$ cat src/hdl/sitda_pkg.sv
// ----------------------------------------------------------------------------
// Signed integer to decimal ASCII - shared package
// Types, character codes and controller/datapath interface structs.
// ----------------------------------------------------------------------------
package sitda_pkg;

   localparam logic [7:0] CHAR_ZERO  = 8'd48;
   localparam logic [7:0] CHAR_MINUS = 8'd45;
   localparam logic [3:0] PAD_LIMIT  = 4'd11;
   localparam int         PAD_BITS   = 4;

   typedef enum logic [1:0] {
      ST_IDLE,
      ST_CONVERT,
      ST_MEASURE,
      ST_EMIT
   } state_type;

   typedef struct packed {
      logic load;
      logic convert;
      logic measure;
      logic emit;
      logic csr_write;
   } cmd_type;

   typedef struct packed {
      logic conv_done;
      logic last;
   } status_type;

endpackage

$ cat src/hdl/sitda_ctrl.sv
// ----------------------------------------------------------------------------
// Signed integer to decimal ASCII - controller
// Sequences load, binary to BCD conversion, length measurement and output of
// one character per word; owns the handshake of all three channels.
// ----------------------------------------------------------------------------
module sitda_ctrl (
   input  logic                  clock,
   input  logic                  reset,
   input  logic                  req_tvalid,
   output logic                  req_tready,
   output logic                  rsp_tvalid,
   input  logic                  rsp_tready,
   input  logic                  csr_valid,
   output logic                  csr_ready,
   input  sitda_pkg::status_type status,
   output sitda_pkg::cmd_type    cmd
);

   sitda_pkg::state_type state_ff;
   sitda_pkg::state_type state_in;
   logic                 rsp_valid_ff;
   logic                 rsp_valid_in;
   logic                 out_free;

   always_ff @(posedge clock) begin
      if (reset) begin
         state_ff     <= sitda_pkg::ST_IDLE;
         rsp_valid_ff <= 1'b0;
      end else begin
         state_ff     <= state_in;
         rsp_valid_ff <= rsp_valid_in;
      end
   end

   assign out_free   = !rsp_valid_ff || rsp_tready;
   assign req_tready = (state_ff == sitda_pkg::ST_IDLE);
   assign rsp_tvalid = rsp_valid_ff;
   assign csr_ready  = 1'b1;

   always_comb begin
      state_in      = state_ff;
      rsp_valid_in  = rsp_valid_ff && !rsp_tready;
      cmd           = '0;
      cmd.csr_write = csr_valid;
      unique case (state_ff)
         sitda_pkg::ST_IDLE: begin
            if (req_tvalid) begin
               cmd.load = 1'b1;
               state_in = sitda_pkg::ST_CONVERT;
            end
         end
         sitda_pkg::ST_CONVERT: begin
            cmd.convert = 1'b1;
            if (status.conv_done) begin
               state_in = sitda_pkg::ST_MEASURE;
            end
         end
         sitda_pkg::ST_MEASURE: begin
            cmd.measure = 1'b1;
            state_in    = sitda_pkg::ST_EMIT;
         end
         sitda_pkg::ST_EMIT: begin
            if (out_free) begin
               cmd.emit     = 1'b1;
               rsp_valid_in = 1'b1;
               if (status.last) begin
                  state_in = sitda_pkg::ST_IDLE;
               end
            end
         end
         default: begin
            state_in = sitda_pkg::ST_IDLE;
         end
      endcase
   end

endmodule

$ cat src/hdl/sitda_datapath.sv
// ----------------------------------------------------------------------------
// Signed integer to decimal ASCII - datapath
// Magnitude register, shift-and-add-3 BCD converter, digit count, padding
// count, configuration register and the output word register.
// ----------------------------------------------------------------------------
module sitda_datapath #(
   parameter int VALUE_BITS = 32
) (
   input  logic                               clock,
   input  logic                               reset,
   input  sitda_pkg::cmd_type                 cmd,
   output sitda_pkg::status_type              status,
   input  logic [VALUE_BITS-1:0]              value,
   input  logic [sitda_pkg::PAD_BITS-1:0]     csr_data,
   output logic [7:0]                         char_code,
   output logic                               last_char
);

   localparam int DIGITS  = ((VALUE_BITS * 1233) >> 12) + 1;
   localparam int DIG_W   = $clog2(DIGITS);
   localparam int PLACE_W = $clog2(DIGITS + 1);
   localparam int SUM_W   = PLACE_W + 2;
   localparam int CNT_W   = $clog2(VALUE_BITS);

   logic [sitda_pkg::PAD_BITS-1:0] pad_width_ff;
   logic [VALUE_BITS-1:0]          mag_ff;
   logic [VALUE_BITS-1:0]          mag_in;
   logic [CNT_W-1:0]               cnt_ff;
   logic [CNT_W-1:0]               cnt_in;
   logic [3:0]                     bcd_ff [DIGITS];
   logic [3:0]                     bcd_in [DIGITS];
   logic [3:0]                     bcd_adj [DIGITS];
   logic                           sign_ff;
   logic                           sign_in;
   logic [PLACE_W-1:0]             place_ff;
   logic [PLACE_W-1:0]             place_in;
   logic [PLACE_W-1:0]             place_new;
   logic [PLACE_W-1:0]             place_m1;
   logic [sitda_pkg::PAD_BITS-1:0] pad_ff;
   logic [sitda_pkg::PAD_BITS-1:0] pad_in;
   logic [sitda_pkg::PAD_BITS-1:0] pad_sat;
   logic [SUM_W-1:0]               text_w;
   logic [7:0]                     char_ff;
   logic [7:0]                     char_in;
   logic                           last_ff;
   logic                           last_in;
   logic                           is_last;
   logic [3:0]                     digit_sel;

   always_ff @(posedge clock) begin
      if (reset) begin
         pad_width_ff <= '0;
      end else if (cmd.csr_write) begin
         pad_width_ff <= csr_data;
      end
   end

   always_ff @(posedge clock) begin
      mag_ff   <= mag_in;
      cnt_ff   <= cnt_in;
      bcd_ff   <= bcd_in;
      sign_ff  <= sign_in;
      place_ff <= place_in;
      pad_ff   <= pad_in;
      char_ff  <= char_in;
      last_ff  <= last_in;
   end

   assign place_m1  = place_ff - 1'b1;
   assign digit_sel = bcd_ff[place_m1[DIG_W-1:0]];
   assign is_last   = !sign_ff && (pad_ff == '0) && (place_ff == PLACE_W'(1));
   assign pad_sat   = (pad_width_ff > sitda_pkg::PAD_LIMIT) ? sitda_pkg::PAD_LIMIT
                                                              : pad_width_ff;
   assign text_w    = SUM_W'(place_new) + SUM_W'(sign_ff);

   always_comb begin
      for (int i = 0; i < DIGITS; i++) begin
         bcd_adj[i] = (bcd_ff[i] >= 4'd5) ? bcd_ff[i] + 4'd3 : bcd_ff[i];
      end
      place_new = PLACE_W'(1);
      for (int i = 0; i < DIGITS; i++) begin
         if (bcd_ff[i] != 4'd0) begin
            place_new = PLACE_W'(i + 1);
         end
      end
   end

   always_comb begin
      mag_in   = mag_ff;
      cnt_in   = cnt_ff;
      bcd_in   = bcd_ff;
      sign_in  = sign_ff;
      place_in = place_ff;
      pad_in   = pad_ff;
      char_in  = char_ff;
      last_in  = last_ff;
      if (cmd.load) begin
         sign_in = value[VALUE_BITS-1];
         mag_in  = value[VALUE_BITS-1] ? (~value + 1'b1) : value;
         cnt_in  = CNT_W'(VALUE_BITS - 1);
         for (int i = 0; i < DIGITS; i++) begin
            bcd_in[i] = 4'd0;
         end
      end
      if (cmd.convert) begin
         bcd_in[0] = {bcd_adj[0][2:0], mag_ff[VALUE_BITS-1]};
         for (int i = 1; i < DIGITS; i++) begin
            bcd_in[i] = {bcd_adj[i][2:0], bcd_adj[i-1][3]};
         end
         mag_in = {mag_ff[VALUE_BITS-2:0], 1'b0};
         cnt_in = cnt_ff - 1'b1;
      end
      if (cmd.measure) begin
         place_in = place_new;
         pad_in   = (SUM_W'(pad_sat) > text_w)
                    ? sitda_pkg::PAD_BITS'(SUM_W'(pad_sat) - text_w) : '0;
      end
      if (cmd.emit) begin
         last_in = is_last;
         priority if (sign_ff) begin
            char_in = sitda_pkg::CHAR_MINUS;
            sign_in = 1'b0;
         end else if (pad_ff != '0) begin
            char_in = sitda_pkg::CHAR_ZERO;
            pad_in  = pad_ff - 1'b1;
         end else begin
            char_in  = sitda_pkg::CHAR_ZERO + {4'd0, digit_sel};
            place_in = place_m1;
         end
      end
   end

   assign status.conv_done = (cnt_ff == '0);
   assign status.last      = is_last;
   assign char_code        = char_ff;
   assign last_char        = last_ff;

endmodule

$ cat src/hdl/signed_int_to_decimal_ascii.sv
// ----------------------------------------------------------------------------
// Signed integer to decimal ASCII converter
// Emits the decimal text of a signed integer, one ASCII character per word,
// with optional zero padding after the sign.
//
//   Channel  Direction  Content
//   req_     in         value (VALUE_BITS, signed) in req_tdata
//   rsp_     out        char_code in rsp_tdata, last_char in rsp_tlast
//   csr_     in         pad_width in csr_data[3:0]
//
// One item takes a load step, VALUE_BITS shifts of shift-and-add-3 BCD
// conversion, a measure step and one character per word (up to 11 for
// 32 bits), each character waiting while the output is stalled.
// The BCD shift loop sets the fixed part of that sequence.
// A new item is taken as soon as the last character sits in the output
// register. Reset is synchronous and clears the controller and pad_width.
// ----------------------------------------------------------------------------
module signed_int_to_decimal_ascii #(
   parameter int VALUE_BITS = 32
) (
   input  logic                                clock,
   input  logic                                reset,
   input  logic                                req_tvalid,
   output logic                                req_tready,
   input  logic [((VALUE_BITS + 7) / 8)*8-1:0] req_tdata,   // value
   output logic                                rsp_tvalid,
   input  logic                                rsp_tready,
   output logic [7:0]                          rsp_tdata,   // char_code
   output logic                                rsp_tlast,
   input  logic                                csr_valid,
   output logic                                csr_ready,
   input  logic [sitda_pkg::PAD_BITS-1:0]      csr_data
);

   sitda_pkg::cmd_type    cmd;
   sitda_pkg::status_type status;

   sitda_ctrl u_ctrl (
      .clock      (clock),
      .reset      (reset),
      .req_tvalid (req_tvalid),
      .req_tready (req_tready),
      .rsp_tvalid (rsp_tvalid),
      .rsp_tready (rsp_tready),
      .csr_valid  (csr_valid),
      .csr_ready  (csr_ready),
      .status     (status),
      .cmd        (cmd)
   );

   sitda_datapath #(
      .VALUE_BITS (VALUE_BITS)
   ) u_datapath (
      .clock     (clock),
      .reset     (reset),
      .cmd       (cmd),
      .status    (status),
      .value     (req_tdata[VALUE_BITS-1:0]),
      .csr_data  (csr_data),
      .char_code (rsp_tdata),
      .last_char (rsp_tlast)
   );

   a_char_set : assert property (@(posedge clock) disable iff (reset)
      rsp_tvalid |-> (rsp_tdata == sitda_pkg::CHAR_MINUS) ||
                     ((rsp_tdata >= sitda_pkg::CHAR_ZERO) && (rsp_tdata <= 8'd57)))
      else $error("output word is neither a minus sign nor a digit");

   a_minus_not_last : assert property (@(posedge clock) disable iff (reset)
      (rsp_tvalid && (rsp_tdata == sitda_pkg::CHAR_MINUS)) |-> !rsp_tlast)
      else $error("minus sign flagged as last character");

   a_ready_after_last : assert property (@(posedge clock) disable iff (reset)
      $rose(req_tready) |-> (rsp_tvalid && rsp_tlast))
      else $error("input reopened before the last character was loaded");

   a_busy_after_accept : assert property (@(posedge clock) disable iff (reset)
      (req_tvalid && req_tready) |=> (!req_tready && !rsp_tvalid) ||
                                     (!req_tready && $past(rsp_tvalid)))
      else $error("input accepted while a conversion was running");

endmodule
$ cat config.mk
export PLATFORM = sky130hd
export DESIGN_NAME = signed_int_to_decimal_ascii
export DESIGN_NICKNAME = d
export VERILOG_FILES = /design/src/hdl/sitda_pkg.sv /design/src/hdl/sitda_ctrl.sv /design/src/hdl/sitda_datapath.sv /design/src/hdl/signed_int_to_decimal_ascii.sv
export SDC_FILE = /design/constraint.sdc
export NUM_CORES = 1
export LEC_CHECK = 0
export BUFFER_PORTS_ARGS = -buffer_cell sky130_fd_sc_hd__buf_2
export CAP_MARGIN = 20
export CORE_MARGIN = 2
export CORE_UTILIZATION = 40
export DETAILED_ROUTE_END_ITERATION = 8
export GPL_TIMING_DRIVEN = 1
export REMOVE_ABC_BUFFERS = 1
export SKIP_CTS_REPAIR_TIMING = 1
export SYNTH_ARGS = -nofsm -noshare
export SYNTH_HDL_FRONTEND = slang
export SYNTH_SLANG_ARGS = --single-unit
export TNS_END_PERCENT = 1
$ cat constraint.sdc
create_clock -name clock -period 4.2 [get_ports clock]
set_clock_uncertainty 0.15 [all_clocks]
set_input_delay 0.63 -clock clock [delete_from_list [all_inputs] [get_ports clock]]
set_output_delay 0.63 -clock clock [all_outputs]
set_load 0.03 [all_outputs]
==> results, run 1 <==
- The flow ran to the end, and the final reports show no timing, DRC or antenna violations.
- The analysis attributes to cell leakage a power of 0.002727 uW.
- The post-route fraction of the period consumed by the critical path is 90.62%.
- Setup violations remaining at the end of the flow were counted as 0.
- For this run, the number of Yosys warnings is 0.
- The detailed router finished its first iteration with 249 violations.
- The die covers 17050 sq um.
- The total clock sinks is a little under 100.
- After detailed routing, the number of remaining DRC violations is 0.
- The synthesized netlist cell count is 639.
- The top achievable clock speed is 0.2627 GHz.
- The worst setup path is launched from a flip-flop.
- The y dimension of the die is 130.6 um.
- The critical path's most frequent cell is ha_1.
- Compared with the post-synthesis result, the final layout area differs by 11.34%.
- The global-route congestion overflow total is 0.
- The total number of vias is 4692.
- The path class of the lowest-slack min-delay path is flip-flop to flip-flop.
- The via count of the first global-routing pass is 4481.
- The cell chosen for the clock root is clkbuf_16.
- The detail-routed net length per standard cell is 14.52 um.
- The total negative slack is 0 ns.
- The count of endpoints failing hold in the final timing report is 0.
- The placeable core region is 15770 sq um.
- The top-area cell type share of the netlist area is 38.42%.
- The critical path runs through a total of 15 cells.
- The worst pin sits at a relative slew slack of 41.94%.
- The TritonCTS clock tree is done.
- The leading cell type by number of instances after synthesis is edfxtp_1.
- The cell depth of the worst hold path is 2.
- The first global-routing pass estimated around 21000 um of wire.
- The routed design has 13020 um of wire.
- Sequential elements use 43.73% of the synthesized area.
- At the worst endpoint, the arrival time is 3.90 ns.
- The I/O pin count is 53.
- The initial utilization of the core area, before any placement, comes to roughly 41%.
- The worst hold path terminates at u_datapath.mag_ff[0]$_SDFFE_PP0P_.
- The main flop type after synthesis is edfxtp_1.
- Setup repair after global routing left no endpoint under its margin.
- After clock tree synthesis, the clock-pin slew on the worst setup and hold paths is 0.08 ns.
- The critical path goes through inv_1 > ha_1 > nor3b_1 > o21ai_0 > a2111o_1 > a31oi_1 > ha_1 > ha_1 > inv_1 > ha_1 > nor2b_1 > o31a_1 > nor2_1 > nor2_1 > a311o_1.
- The per-instance average area after synthesis is 10.03 sq um.
- The number of antenna violations at the first check in global routing is 0.
- Counting flops with a built-in enable in the synthesized netlist gives 82.
- The setup path with the least slack is of type flip-flop to flip-flop.
- The floorplan has 46 rows.
- Counting both buffers and inverters, the worst setup path holds a total of 2.
- After detailed routing, the number of vias per cell comes to around 5.2.
- On the critical path the largest part of the delay comes from compound AO/OA/AOI/OAI gates.
- The post-route netlist has 12.92% of its cells at a drive strength greater than 1.
- The total inserted antenna cells is 0.
- The share of synthesized registers carrying an async set or reset is 0%.
- Max-cap violations in this run came to 0.
- The mapped cell area is 6409 sq um.
- The slowest stage of the critical path is the edfxtp_1 cell.
- Buffers inserted during clock tree synthesis total 9.
- In this run the most critical hold path is launched from u_datapath.mag_ff[0]$_SDFFE_PP0P_.
- The register-to-register setup slack is about 0.39 ns.
- The minimum period implied by the final worst setup slack is about 3.8 ns.
- In this run, synthesis produced a sequential element count of 99.
- The total track usage is between 10% and 20%.
- For this design the ratio of total power to cell area is 732.9 nW/um^2.
- The clock latency of the later-clocked register in the worst-skew pair is 0.36 ns.
- The highest ir drop seen on vdd is 0.3212 mV.
- The worst register-to-register path begins at u_datapath.bcd_ff[24]$_SDFFCE_PN0P_.
- Detailed placement finished with a half-perimeter wire length of 9534 um.
- At the pin with the least slew margin, the transition time is 0.8630 ns.
- After layout, the design draws a total of 5230 uW.
- The number of pins with negative max-slew slack in the final report is 0.
- The number of H-tree levels is 3.
- The biggest area contributor in the post-synthesis netlist is edfxtp_1.
- The top fanout value on the critical path is 5.
- The number of cells on the worst reg-to-reg path is 15.
- The worst register-to-register path ends at u_datapath.pad_ff[0]$_DFF_P_.
- The number of nets in the final layout is about 760.
- At the worst endpoint, the required time is ~4.3 ns.
- Fill cells in the final layout number 1519.
- The commonest cells after synthesis are edfxtp_1 (82), nand2_1 (81), o21ai_0 (62), inv_1 (41), xor2_1 (39).
- No sink is reached through more buffers than the 2 on the longest clock path.
- The final RePlAce weighted congestion is slightly above 0.9.
- Ranked by total cell area, the synthesized netlist is headed by edfxtp_1 (38%), ha_1 (7.4%), xor2_1 (5.3%).
- The remaining antenna violation count is 0.
- Entering global routing, the biggest net connects 78 pins.
- The floorplan die width is 130.6 um.
- The number of optimization iterations in the first detailed-route pass is 4.
- The highest cell delay on the worst timing path is 0.45 ns.
- The worst setup path is captured at a flip-flop.
- The number of different library cells used by synthesis comes to 66.
- During placement, the flow inserted port buffers numbering 48.
## final cells by class
cell class	count	area [sq um]	area share (%)
clock buffer	9	225.2	3.156
inverter	41	153.9	2.157
sequential	99	2803	39.28
timing repair buffer	51	282.8	3.963
tap	216	270.3	3.787
clock inverter	7	57.56	0.8066
multi-input combinational	474	3343	46.85
## registers in the layout (all words and copies together), names as in the netlist
signal,count
u_datapath.place_ff,4
u_ctrl.rsp_tvalid,1
u_datapath.sign_ff,1
u_datapath.pad_width_ff,4
u_ctrl.state_ff,2
u_datapath.mag_ff,32
u_datapath.cnt_ff,5
u_datapath.pad_ff,4
u_datapath.char_code,5
u_datapath.last_char,1
u_datapath.bcd_ff,40
## through the flow
step	std cells	instance area, sq um	utilization, %	setup WS, ns	hold slack, ns
final	897	7136	45.25	0.3938	0.3170
after global routing	897	7136	45.25	0.002478	0.3531
after CTS	896	7108	45.07	0.3847	0.3178
after detailed placement	880	6825	43.28	0.4115	0.3052
after global placement	880	6825	43.28	0.5493	0.2916
after floorplan	614	6290	-	0.07546	0.2791
## how the worst max path moves through the flow
| stage | start | endpoint | slack (ns) |
|---|---|---|---|
| after floorplan | u_ctrl.state_ff[1]$_SDFFE_PP0P_ | u_datapath.mag_ff[0]$_SDFFE_PP0P_ | 0.08 |
| after global placement | u_datapath.bcd_ff[24]$_SDFFCE_PN0P_ | u_datapath.pad_ff[0]$_DFF_P_ | 0.55 |
| after detailed placement | u_datapath.bcd_ff[24]$_SDFFCE_PN0P_ | u_datapath.pad_ff[0]$_DFF_P_ | 0.41 |
| after CTS | u_datapath.bcd_ff[24]$_SDFFCE_PN0P_ | u_datapath.pad_ff[0]$_DFF_P_ | 0.38 |
| after global routing | u_datapath.bcd_ff[24]$_SDFFCE_PN0P_ | u_datapath.pad_ff[0]$_DFF_P_ | 0.002 |
| final | u_datapath.bcd_ff[24]$_SDFFCE_PN0P_ | u_datapath.pad_ff[0]$_DFF_P_ | 0.39 |
## cells in the final DEF (no fill, tap or decap), types with 4 or more instances in the layout
| master | instances |
|---|---|
| a21boi_0 | 11 |
| a21oi_1 | 21 |
| and2_1 | 21 |
| buf_2 | 48 |
| clkbuf_16 | 9 |
| conb_1 | 4 |
| dfxtp_1 | 17 |
| edfxtp_1 | 82 |
| ha_1 | 37 |
| inv_1 | 41 |
| mux2i_1 | 14 |
| mux4_2 | 8 |
| nand2_1 | 81 |
| nand2b_1 | 12 |
| nand3_1 | 5 |
| nor2_1 | 30 |
| nor2b_1 | 4 |
| nor3_1 | 9 |
| nor3b_1 | 17 |
| nor4_1 | 4 |
| nor4b_1 | 4 |
| o21ai_0 | 62 |
| o31ai_1 | 11 |
| o41ai_1 | 7 |
| or3_1 | 4 |
| xnor2_1 | 16 |
| xor2_1 | 39 |
## kinds of logic (layout without fill, tap and decap cells)
kind of cell	count (synthesis)	in the layout	share of synthesized area [%]
mux	24	24	5.408
other cells	2	4	0.1172
buf+inv	68	108	4.373
xor+xnor	55	55	7.517
flops	99	99	43.73
compound gates	142	142	13.94
simple gates	210	210	17.18
fa+ha+maj	39	39	7.731
## per-layer routing
layer  global-route usage [%]  routed length (um)  part of all wire (%)
met3                    2.809                 478                   3.7
met5                        0                   0                     0
met1                    21.04                6163                    47
met4                    7.447                 326                   2.5
met2                    25.77                6053                    46
## tightest hold or removal path, cell delays in order (launching register included)
cell	delay [ns]
dfxtp_1	0.32
inv_1	0.05
o22ai_1	0.06
## report_power, final
part           switching (uW)  leakage (uW)  internal (uW)
clock network             393      0.000134            410
registers                 369      0.000957           1720
logic                    1360       0.00164            978
total                    2120       0.00273           3110
No activity file was read; power rests on OpenSTA's default activity.
==> run 2, diff against run 1 <==
--- a/config.mk
+++ b/config.mk
@@ -7,6 +7,7 @@
 export LEC_CHECK = 0
 export BUFFER_PORTS_ARGS = -buffer_cell sky130_fd_sc_hd__buf_2
 export CAP_MARGIN = 20
+export CORE_ASPECT_RATIO = 1.2
 export CORE_MARGIN = 2
 export CORE_UTILIZATION = 40
 export DETAILED_ROUTE_END_ITERATION = 8
==> run 2 against run 1 <==
Against the previous run: sequential share of layout area down 0.12 points; cell area up 0.30%; via count up 0.55%; critical endpoint unchanged.
==> results, run 2 (synthesized netlist as in run 1, its figures left out) <==
- The power per unit of standard cell area is 744.9 nW/um^2.
- On the critical path the largest part of the delay comes from compound AO/OA/AOI/OAI gates.
- The y dimension of the die is 142.7 um.
- The library cell used most frequently in the layout, excluding fill and tap cells, is edfxtp_1.
- The clock latency of the later-clocked register in the worst-skew pair is 0.35 ns.
- Final hold analysis gives a worst-case slack of 0.3136 ns.
- The number of antenna violations at the first check in global routing was 0.
- The number of buffers created by CTS is 9.
- For this run, the top clock speed supported by timing is 0.2633 GHz.
- The highest ir drop seen on vdd is 0.6032 mV.
- Internal power comes to 3176 uW.
- The master of the slowest instance on the critical path is edfxtp_1.
- Data on the critical path is required at its endpoint by 4.29 ns.
- The worst pin sits at a relative slew slack of about half.
- The total negative slack is 0 ns.
- After layout, the minimum clock period comes to 3.798 ns.
- The count of endpoints failing hold in the final timing report came to 0.
- The register with the most flip-flops in the layout has 40 of them.
- The run finished with clean final reports.
- The register-to-register setup slack is 0.40 ns.
- In this run the worst path has a maximum fanout of 5.
- In this run the count of I/O pins placed on the die edge is 53.
- The initial core utilization is 40.98%.
- The total track usage is between 10% and 20%.
- The vias per cell is about 5.3.
- The total power is 5331 uW.
- The path class of the lowest-slack min-delay path is flip-flop to flip-flop.
- The buffer and inverter count on the worst path is 2.
- Counting flops per register, the top entry is u_datapath.bcd_ff.
- The startpoint type of the worst setup path is a flip-flop.
- Walking the worst path, the cells encountered are inv_1 > ha_1 > nor3b_1 > o21ai_0 > a2111o_1 > a31oi_1 > ha_1 > ha_1 > inv_1 > ha_1 > nor2b_1 > o31a_1 > nor2_1 > nor2_1 > a311o_1.
- The placed wire-length estimate after detailed placement is between 9000 and 10000 um.
- By instance count, the cell type seen most on the critical path is ha_1.
- Leaving out fill and tap cells, the most frequent cells in the layout are edfxtp_1 (82), nand2_1 (81), o21ai_0 (62).
- The total clock sinks is 99.
- The power dissipated by switching net loads is 2155 uW.
- The number of maximum-capacitance violations is 0.
- The growth of design area from synthesis to finish is 11.68%.
- In the final routed layout, each cell accounts on average for approximately 15 um.
- In the finished design, the share of the clock period the worst path needs comes to 90.42%.
- The pin count of the biggest net entering global routing is 78.
- The clock network burns 16.2% of the power.
- The worst-case clock buffer depth is 2.
- The number of pins with negative max-slew slack in the final report is 0.
- The count of fill cells added during filler insertion is around 1500.
- After detailed routing, the total wire length is approximately 13000 um.
- The final setup violation count is 0.
- The placeable core region is approximately 16000 sq um.
- The fraction of power consumed by sequential logic is between 30% and 40%.
- The via count of the first global-routing pass is 4614.
- The startpoint-to-endpoint class of the critical path is flip-flop to flip-flop.
- During placement, the flow inserted port buffers numbering 48.
- The share of final-layout standard cells stronger than drive strength 1 is 13.05%.
- Setup repair after global routing left no endpoint under its margin.
- The final layout contains 757 nets.
- The routed layout has about 4700 vias.
- The initialized floorplan defines 50 standard-cell rows.
- For the pin with the worst max-slew slack, the measured transition is about 0.73 ns.
- The leakage power summed over all cells is 0.002745 uW.
- STA classifies the critical path endpoint as a flip-flop.
- The H-tree was split into 3 levels.
- The number of optimization iterations in the first detailed-route pass is 6.
- The die area is 17060 sq um.
- In the final layout, the registers with the most flip-flops are u_datapath.bcd_ff: 40 flops, u_datapath.mag_ff: 32 flops.
- The floorplan die width is 119.6 um.
- TritonCTS built the clock tree.
- After the first detailed-routing iteration, the DRC count stood at 182.
- STA puts the critical path data arrival time at 3.89 ns.
- The tree is rooted in a clkbuf_16.
- In this run switching power makes up 40.43% of total power.
- The global-route congestion overflow total is 0.
- The total inserted antenna cells is 0.
- After clock tree synthesis, the clock-pin slew on the worst setup and hold paths is 0.07 ns.
- In this design, the stage delay of the slowest critical-path cell is 0.46 ns.
- The fraction of power consumed by combinational cells is 44.4%.
- The first-pass GRT wire length is 22310 um.
- The count of nets left with antenna violations once routing finished came out at 0.
- After detailed routing, the number of remaining DRC violations is 0.
- Routability-driven placement finished with a final weighted congestion of 0.7966.
==> run 2: worst paths after layout <==
| path | startpoint | endpoint | depth (start not counted) |
|---|---|---|---|
| worst min-delay path | u_datapath.mag_ff[0]$_SDFFE_PP0P_ | u_datapath.mag_ff[0]$_SDFFE_PP0P_ | 2 |
| worst max register to register | u_datapath.bcd_ff[24]$_SDFFCE_PN0P_ | u_datapath.pad_ff[0]$_DFF_P_ | 15 |
| worst max-delay path | u_datapath.bcd_ff[24]$_SDFFCE_PN0P_ | u_datapath.pad_ff[0]$_DFF_P_ | 15 |
| worst min register to register | u_datapath.mag_ff[0]$_SDFFE_PP0P_ | u_datapath.mag_ff[0]$_SDFFE_PP0P_ | 2 |
==> run 2: worst min-delay path: stages (launching register included) <==
cell and delay (ns):
dfxtp_1 0.31, inv_1 0.05, o22ai_1 0.05
==> run 2: per-stage QoR <==
step                      util (%)  setup WS, ns  area [sq um]  instances
final                        45.76        0.4024          7157        890
after CTS                    45.58        0.3979          7129        889
after global routing         45.76        0.2157          7157        890
after floorplan                  -       0.07546          6290        614
after detailed placement     43.62        0.4295          6823        873
after global placement       43.62        0.5317          6823        873
==> run 2: final cells by class <==
type,instances,area (sq um),area share (%)
inverter,41,153.9,2.150
tap,208,260.3,3.636
multi-input combinational,474,3343,46.71
clock buffer,9,225.2,3.147
sequential,99,2803,39.16
clock inverter,7,81.33,1.136
timing repair buffer,52,290.3,4.056
==> run 2: power by group through the flow <==
stage                     sequential [uW]  clock, uW  combinational [uW]
after floorplan                      2050          0                1730
after global placement               2110          0                2250
after detailed placement             2130          0                2330
after CTS                            2110        891                2350
after global routing                 2160        932                2680
final                                2100        866                2370
==> run 2: per-layer routing <==
metal  GRT usage [%]  part of all wire [%]  routed length [um]
met1           19.44                    45                6004
met2           29.14                    50                6717
met3           2.636                   2.6                 352
met4           7.802                   2.8                 373
met5               0                     0                   0
